$ cat config.mk
export PLATFORM = sky130hd
export DESIGN_NAME = bfa_word_ops
export DESIGN_NICKNAME = d
export VERILOG_FILES = /design/src/hw/rtl/bfa_word_ops.sv
export SDC_FILE = /design/constraint.sdc
export NUM_CORES = 1
export LEC_CHECK = 0
export BUFFER_PORTS_ARGS = -buffer_cell sky130_fd_sc_hd__buf_2
export CAP_MARGIN = 15
export CORE_ASPECT_RATIO = 0.9
export CORE_UTILIZATION = 55
export DETAILED_ROUTE_END_ITERATION = 16
export PLACE_DENSITY = 0.82
export REMOVE_ABC_BUFFERS = 1
export SYNTH_ARGS = -nofsm -noshare
export SYNTH_HDL_FRONTEND = slang
export SYNTH_SLANG_ARGS = --single-unit
$ cat constraint.sdc
create_clock -name vclk -period 12.4
set_input_delay 2.48 -clock vclk [all_inputs]
set_output_delay 2.48 -clock vclk [all_outputs]
set_load 0.02 [all_outputs]
$ cat src/hw/rtl/bfa_word_ops.sv
// bit range mask, lowest free bit and popcounts of one map word
`timescale 1ns / 1ps
module bfa_word_ops #(
	parameter int W  = 32,
	parameter int BW = 5,
	parameter int OW = 6
) (
	input  logic [W-1:0]  word,
	input  logic [BW-1:0] lo,
	input  logic [OW-1:0] hi,
	output logic [W-1:0]  mask,
	output logic [BW-1:0] first_zero,
	output logic [OW-1:0] pop_used,
	output logic [OW-1:0] pop_free
);
	always_comb begin
		mask       = '0;
		first_zero = '0;
		pop_used   = '0;
		pop_free   = '0;
		for (int i = 0; i < W; i++) begin
			mask[i] = (OW'(i) >= OW'(lo)) && (OW'(i) < hi);
		end
		for (int i = W - 1; i >= 0; i--) begin
			if (!word[i]) begin
				first_zero = BW'(i);
			end
		end
		for (int i = 0; i < W; i++) begin
			pop_used = pop_used + OW'(word[i] & mask[i]);
			pop_free = pop_free + OW'(~word[i] & mask[i]);
		end
	end
endmodule

==> results.yml, run 1 <==
placed_design:
  place_inst: 516
  dp_hpwl_um: 7710
  portBuffers: 92
  gp_congestion: 0.977
worst_setup_path:
  required_ps: 9920
  startpoint_type: "input port"
  crit_arrival_ps: 8370
  endpoint_kind: "primary output"
  crit_fanout: 22
  criticalPathCategory: "input port to primary output"
synth:
  postSynthAreaPerCell_um2: 7.50
  synth_top_area_cell: "fa_1"
  synth_top_area_share: 0.344
  netlist_area_mm2: 0.00280
  synthCells: 373
  yosys-top-cells-area: "fa_1, inv_1, ha_1"
  seq_area_frac_synth: 0
  yosys.cell_types.count: 41
  ys_warn_count: 0
pwr:
  p_sw_uw: 339
  swShare: 0.606
  ir_worst_vdd_uv: 228
  pwr-share-comb: 1.000
  p_leak_uw: 0.00163
  power.internal_uw: 221
  seqPwrFrac: 0
  clockPowerShare: 0
  powerDensity_mw_per_mm2: 172
detailed_routing:
  wl_met2_um: 4100
  wl_met1_um: 3660
  drtAntennaViolNets: 0
  via_per_inst: 6.03
  wl_um: 9130
  drc: 0
  drt_pass1_iterations: 5
  wl_met3_um: 1120
  wire_per_inst_um: 17.7
  drt_iter0_drc: 253
  top_layer_used: "met4"
  num_vias: 3110
sta:
  max_freq_ghz: 0.0922
  setup_viol: 0
  post-route-min-period_ps: 10850
  tightest_slew_ps: 809
  final-max-slew-violation-count: 0
  fin_setup_tns_ps: 0
  final.period_utilization: 0.875
  rsz0062_at_grt: "no"
  finalHoldViolations: 0
  relSlewSlack: 0.461
outcome:
  status: "finished, final reports clean"
cells_and_area:
  drive_gt1_frac: 0.224
  antenna_cells: 0
  final_cells: 516
  final_common_cell: "buf_2"
  layout_common_cells: "buf_2, inv_1, fa_1"
  seq_cell_count: 0
  area_delta_synth_final_pct: 16.5
  nNetsFinal: 558
  num-fill-cells: 461
  regArea_um2: 0
  n_clock_buffer: 0
floorplanning:
  io_pins: 92
  core_area_mm2: 0.00486
  die_area_mm2: 0.00537
  die_h_um: 69.6
  initial_core_util: 0.575
  die_w_um: 77.2
  num_rows: 24
grt:
  first_global_vias: 2792
  grt-ovfl-total: 0
  grt_max_degree: 23
  antenna_found_initial: 0
  grt_pass1_wl_um: 14100
  grt.total_usage: 0.340
flow_run:
  cap_violations: 0
clock_network:
  cts_setup_buffers: 0
  ctsResizeCount: 0
  hold_buffers: 0
hold_path:
  hold_path_class: "input port to primary output"
  hold_depth: 4
==> power groups by stage <==
stage	logic, uW	clock network [uW]	registers (uW)
after floorplan	401	0	0
after global placement	543	0	0
after detailed placement	557	0	0
after CTS	562	0	0
after global routing	628	0	0
final	560	0	0
==> stage by stage <==
stage / util / total power [uW] / area, um^2 / hold WS (ps) / worst slack [ps]
floorplan: - / 401 / 2720 / 4960 / 1930
global placement: 0.670 / 543 / 3260 / 5330 / 1750
detailed placement: 0.670 / 557 / 3260 / 5340 / 1650
CTS: 0.670 / 562 / 3260 / 5350 / 1620
global route: 0.670 / 628 / 3260 / 5380 / 1260
finish: 0.670 / 560 / 3260 / 5350 / 1550
==> metal layers <==
layer | global-route usage | vias up
met2 | 0.559 | 224
met5 | 0 | -
li1 | - | 1393
met1 | 0.491 | 1466
met4 | 0.0545 | 0
met3 | 0.0342 | 27
==> Yosys cell counts (4+ instances only) <==
cell      number
a21oi_1       24
ha_1          14
a31oi_1       11
or3_1          9
or2_2          4
o21ai_0       11
buf_2          7
nand2_1       40
nand2b_1      21
nor2b_1        9
fa_1          48
nand3_1        9
and2_1        12
nor2_1        21
a21o_1         8
nand4_1       11
xnor2_1        6
inv_1         62
o21a_1         5
nor3_1         6
==> worst paths after layout <==
| kind | start | slack [ps] | endpoint |
|---|---|---|---|
| hold / removal | word[1] | 5350 | first_zero[1] |
| setup / recovery | lo[3] | 1550 | pop_used[4] |
==> kinds of logic (layout without fill, tap and decap cells) <==
family	count (synthesis)	in the layout	share of synthesized area
XOR/XNOR	6	6	0.0188
buffers and inverters	77	155	0.113
adder cells (fa/ha/maj)	62	62	0.406
AND/OR/NAND/NOR	149	149	0.275
AO/OA/AOI/OAI	79	79	0.187
==> critical path, stage by stage <==
cell and delay [ps]:
buf_2 220, or2_1 380, nor3_1 580, nand2_1 180, fa_1 550, inv_1 50, fa_1 540, inv_1 50
fa_1 500, fa_1 520, inv_1 70, fa_1 500, fa_1 550, ha_1 170, inv_1 50, fa_1 400
inv_1 80, a21o_1 110, a21oi_1 80, xnor2_1 130, buf_2 170
==> final cells by class <==
| cell class | instances | area [um^2] | area share |
|---|---|---|---|
| Inverter | 63 | 236 | 0.0726 |
| Tap cell | 65 | 81.3 | 0.0250 |
| Multi-Input combinational cell | 296 | 2480 | 0.761 |
| Timing Repair Buffer | 92 | 460 | 0.141 |
Note: power is estimated with default switching activity, not from simulation.
==> inputs of run 2 (changes only) <==
--- a/config.mk
+++ b/config.mk
@@ -8,9 +8,10 @@
 export BUFFER_PORTS_ARGS = -buffer_cell sky130_fd_sc_hd__buf_2
 export CAP_MARGIN = 15
 export CORE_ASPECT_RATIO = 0.9
-export CORE_UTILIZATION = 55
+export CORE_UTILIZATION = 54
 export DETAILED_ROUTE_END_ITERATION = 16
-export PLACE_DENSITY = 0.82
+export PLACE_DENSITY = 0.8
+export RECOVER_POWER = 50
 export REMOVE_ABC_BUFFERS = 1
 export SYNTH_ARGS = -nofsm -noshare
 export SYNTH_HDL_FRONTEND = slang
==> constraint.sdc (replaced) <==
create_clock -name vclk -period 11.6
set_input_delay 2.32 -clock vclk [all_inputs]
set_output_delay 2.32 -clock vclk [all_outputs]
set_load 0.02 [all_outputs]
==> run 2 against run 1 <==
Against the previous run: setup slack lost 740 ps; core utilization shrank 1.5 points; largest cell class unchanged; global-route usage grew 0.77 points; die area grew 1.8%; critical endpoint unchanged; worst hold slack lost 310 ps; combinational power grew 6.8%; final cell count is the same; largest power group unchanged; power grew 6.8%; non-clock buffer count is the same.
==> results.yml, run 2 (synthesis gave the netlist of run 1 again) <==
worst_setup_path:
  critPathTopFamily: "adder cells"
  criticalPathCategory: "input port to primary output"
  cpPeakStageDelay_ps: 640
  path_cells: "clkbuf_1 > nor3_1 > nor2_1 > nand2_1 > a21oi_1 > nand2_1 > fa_1 > inv_1 > fa_1 > inv_1 > fa_1 > fa_1 > inv_1 > fa_1 > fa_1 > ha_1 > inv_1 > fa_1 > inv_1 > a21o_1 > a21oi_1 > xnor2_1 > buf_2"
  path_buf_inv: 7
  cp_common_cell: "fa_1"
  required_ps: 9280
  endpoint_kind: "primary output"
  slowest_stage: "clkbuf_1"
  crit_fanout: 22
  startpoint_type: "input port"
  crit_arrival_ps: 8470
  cp.depth: 23
placed_design:
  gp_congestion: 0.993
  portBuffers: 92
  dp_hpwl_um: 7770
clock_network:
  ctsResizeCount: 0
  hold_buffers: 0
  cts_setup_buffers: 0
grt:
  grt_max_degree: 23
  grt_pass1_wl_um: 14500
  antenna_found_initial: 0
  met2_usage: 0.559
  grt.total_usage: 0.347
  grt_util_met3: 0.0340
  first_global_vias: 2877
  grt.busiest_layer: "met2"
  met1_usage: 0.506
  grt-ovfl-total: 0
sta:
  final.period_utilization: 0.930
  max_freq_ghz: 0.0927
  post-route-min-period_ps: 10790
  tightest_slew_ps: 883
  final-max-slew-violation-count: 0
  rsz0062_at_grt: "no"
  relSlewSlack: 0.411
  setup_viol: 0
  fin_setup_tns_ps: 0
  finalHoldViolations: 0
floorplanning:
  die_h_um: 70.3
  die_w_um: 77.9
  initial_core_util: 0.568
  num_rows: 24
  core_area_mm2: 0.00492
  die_area_mm2: 0.00547
  io_pins: 92
pwr:
  p_leak_uw: 0.00156
  clockPowerShare: 0
  pwr-share-comb: 1.000
  seqPwrFrac: 0
  ir_worst_vdd_uv: 222
  swShare: 0.608
  powerDensity_mw_per_mm2: 185
  power.internal_uw: 235
  p_sw_uw: 363
detailed_routing:
  drt_iter0_drc: 230
  wire_per_inst_um: 17.6
  via_per_inst: 6.03
  drtAntennaViolNets: 0
  num_vias: 3112
  wl_um: 9090
  drt_pass1_iterations: 5
  drc: 0
cells_and_area:
  num-fill-cells: 484
  antenna_cells: 0
  layout_common_cells: "buf_2, inv_1, fa_1"
  regArea_um2: 0
  area_delta_synth_final_pct: 15.3
  final_common_cell: "buf_2"
  seq_cell_count: 0
  drive_gt1_frac: 0.171
  nNetsFinal: 558
  n_clock_buffer: 0
  fin_util: 0.655
hold_path:
  hold_depth: 4
  hold_path_class: "input port to primary output"
outcome:
  status: "finished, final reports clean"
flow_run:
  cap_violations: 0
==> run 2: area by class of cell <==
type | instances | area [um^2] | share of cell area
Tap cell | 65 | 81.3 | 0.0252
Timing Repair Buffer | 92 | 432 | 0.134
Inverter | 63 | 236 | 0.0733
Multi-Input combinational cell | 296 | 2470 | 0.768
==> run 2: tightest hold or removal path: stages <==
cell and delay, ps:
buf_2 130, nand3_1 60, a211oi_1 40, clkbuf_1 160
==> run 2: path summary, 6_finish.rpt <==
kind | startpoint | slack [ps] | end
worst min-delay path | word[1] | 5030 | first_zero[1]
worst max-delay path | hi[5] | 810 | pop_used[4]
==> run 2: power by group through the flow <==
stage	clock network, uW	registers [uW]	logic (uW)
floorplan	0	0	429
global placement	0	0	582
detailed placement	0	0	599
CTS	0	0	604
global route	0	0	672
finish	0	0	598
==> run 2: metrics by stage <==
stage	worst slack (ps)	total power [uW]	hold WS [ps]	std cells	area [um^2]
after global routing	407	672	5050	516	3220
after floorplan	1450	429	4640	359	2720
after CTS	1180	604	5030	516	3260
after global placement	1310	582	5020	516	3260
final	814	598	5030	516	3220
after detailed placement	1220	599	5030	516	3260
==> run 2: metal layers <==
metal  part of all wire  routed length, um
met2               0.45               4070
met3               0.12               1050
met1               0.41               3750
met5                  0                  0
met4              0.025                224
==> inputs of run 3 (changes only) <==
--- a/config.mk
+++ b/config.mk
@@ -5,12 +5,13 @@
 export SDC_FILE = /design/constraint.sdc
 export NUM_CORES = 1
 export LEC_CHECK = 0
+export ABC_AREA = 1
 export BUFFER_PORTS_ARGS = -buffer_cell sky130_fd_sc_hd__buf_2
 export CAP_MARGIN = 15
 export CORE_ASPECT_RATIO = 0.9
 export CORE_UTILIZATION = 54
 export DETAILED_ROUTE_END_ITERATION = 16
-export PLACE_DENSITY = 0.8
+export PLACE_DENSITY = 0.81
 export RECOVER_POWER = 50
 export REMOVE_ABC_BUFFERS = 1
 export SYNTH_ARGS = -nofsm -noshare
==> run 3 against run 2 <==
Against the previous run: critical path type unchanged; final cell count is 15% higher; combinational power is 2% higher; largest power group unchanged; critical path depth is 1 higher; synthesized cell count is 19% higher; non-clock buffer count stayed put; global-route usage is 1.4 points higher; wire length is 0.58% higher; core utilization is 1.1 points higher; fmax hardly changed; sequential cell count stayed put; setup slack better by 1.9 ps.
==> results.yml, run 3 <==
cells_and_area:
  fin_util: 0.666
  area_delta_synth_final_pct: 17.6
  nNetsFinal: 637
  n_clock_buffer: 0
  antenna_cells: 0
  num-fill-cells: 472
  layout_common_cells: "inv_1, nand2_1, nor2_1"
  regArea_um2: 0
  final_cells: 595
  drive_gt1_frac: 0.136
  multiInputGateArea_mm2: 0.00228
  seq_cell_count: 0
  final_common_cell: "inv_1"
floorplanning:
  num_rows: 24
  die_h_um: 69.7
  io_pins: 92
  die_w_um: 77.3
  initial_core_util: 0.566
  die_area_mm2: 0.00539
  core_area_mm2: 0.00486
detailed_routing:
  via_per_inst: 5.26
  wire_per_inst_um: 15.4
  num_vias: 3127
  drc: 0
  drt_iter0_drc: 327
  drtAntennaViolNets: 0
  wl_um: 9140
  drt_pass1_iterations: 4
sta:
  finalHoldViolations: 0
  max_freq_ghz: 0.0927
  rsz0062_at_grt: "no"
  post-route-min-period_ps: 10780
  setup_slack_ps: 816
  tightest_slew_ps: 766
  final.period_utilization: 0.930
  final-max-slew-violation-count: 0
  fin_setup_tns_ps: 0
  setup_viol: 0
  holdWs_ps: 4950
  relSlewSlack: 0.476
grt:
  grt-ovfl-total: 0
  grt.total_usage: 0.361
  antenna_found_initial: 0
  grt_max_degree: 13
  grt_pass1_wl_um: 15000
  first_global_vias: 3158
pwr:
  pwr-share-comb: 1.000
  power.internal_uw: 231
  ir_worst_vdd_uv: 419
  swShare: 0.621
  seqPwrFrac: 0
  p_sw_uw: 379
  p_leak_uw: 0.00184
  clockPowerShare: 0
  powerDensity_mw_per_mm2: 188
synth:
  postSynthAreaPerCell_um2: 6.20
  netlist_area_mm2: 0.00275
  seq_area_frac_synth: 0
  yosys.cell_types.count: 28
  ys_warn_count: 0
  synthCells: 444
  synth_most_common_cell: "inv_1"
  yosys-top-cells-area: "fa_1, inv_1, nand2_1"
  synth_commonest_cells: "inv_1, nand2_1, nor2_1"
  synth_top_area_share: 0.349
  synth_top_area_cell: "fa_1"
clock_network:
  ctsResizeCount: 0
  cts_setup_buffers: 0
  hold_buffers: 0
hold_path:
  hold_path_class: "input port to primary output"
  hold_depth: 2
outcome:
  status: "finished, final reports clean"
worst_setup_path:
  cpPeakStageDelay_ps: 620
  endpoint_kind: "primary output"
  criticalPathCategory: "input port to primary output"
  path_cells: "buf_2 > nor2_1 > inv_1 > nor2_1 > inv_1 > nor2_1 > inv_1 > o21ai_0 > inv_1 > nand2_1 > fa_1 > fa_1 > fa_1 > fa_1 > fa_1 > fa_1 > inv_1 > ha_1 > nand2_1 > nor2_1 > a211oi_1 > nor2_1 > o21a_1 > buf_2"
  crit_fanout: 12
  startpoint_type: "input port"
  path_buf_inv: 7
  critPathTopFamily: "adder cells"
  required_ps: 9280
  crit_arrival_ps: 8460
  cp.depth: 24
  cp_common_cell: "fa_1"
  slowest_stage: "nor2_1"
placed_design:
  dp_hpwl_um: 8270
  place_inst: 595
  gp_congestion: 0.965
  portBuffers: 92
  dp_slack_ps: 871
flow_run:
  cap_violations: 0
[run 3: routing by layer]
layer  global-route usage  vias up  wire length (um)
met2                0.616      155              4270
met4               0.0797        0               218
met1                0.472     1463              3850
li1                     -     1488                 -
met5                    0        -                 0
met3               0.0711       21               800
[run 3: cell type report]
type                       count  area share
timing repair buffer          92       0.133
multi-input combinational    319       0.704
inverter                     119       0.138
tap                           65      0.0251
[run 3: final timing paths]
check	from	to	slack, ps
worst max-delay path	hi[5]	pop_free[5]	820
worst min-delay path	hi[5]	mask[31]	4950
[run 3: stage by stage]
step | power (uW) | cell area [um^2]
after CTS | 616 | 3270
after global routing | 680 | 3240
after floorplan | 438 | 2730
after detailed placement | 611 | 3270
after global placement | 587 | 3270
final | 610 | 3240
[run 3: cell families after synthesis]
group	after synthesis	synth area share
AOI/OAI and AO/OA	41	0.0950
xor gates and xnor gates	6	0.0191
buffers and inverters	125	0.172
adders and majority gates	62	0.413
and+or+nand+nor	210	0.301
[run 3: power groups by stage]
stage,logic [uW],clock network [uW],registers [uW]
6_report,610,0,0
5_1_grt,680,0,0
4_1_cts,616,0,0
3_5_place_dp,611,0,0
3_3_place_gp,587,0,0
2_1_floorplan,438,0,0
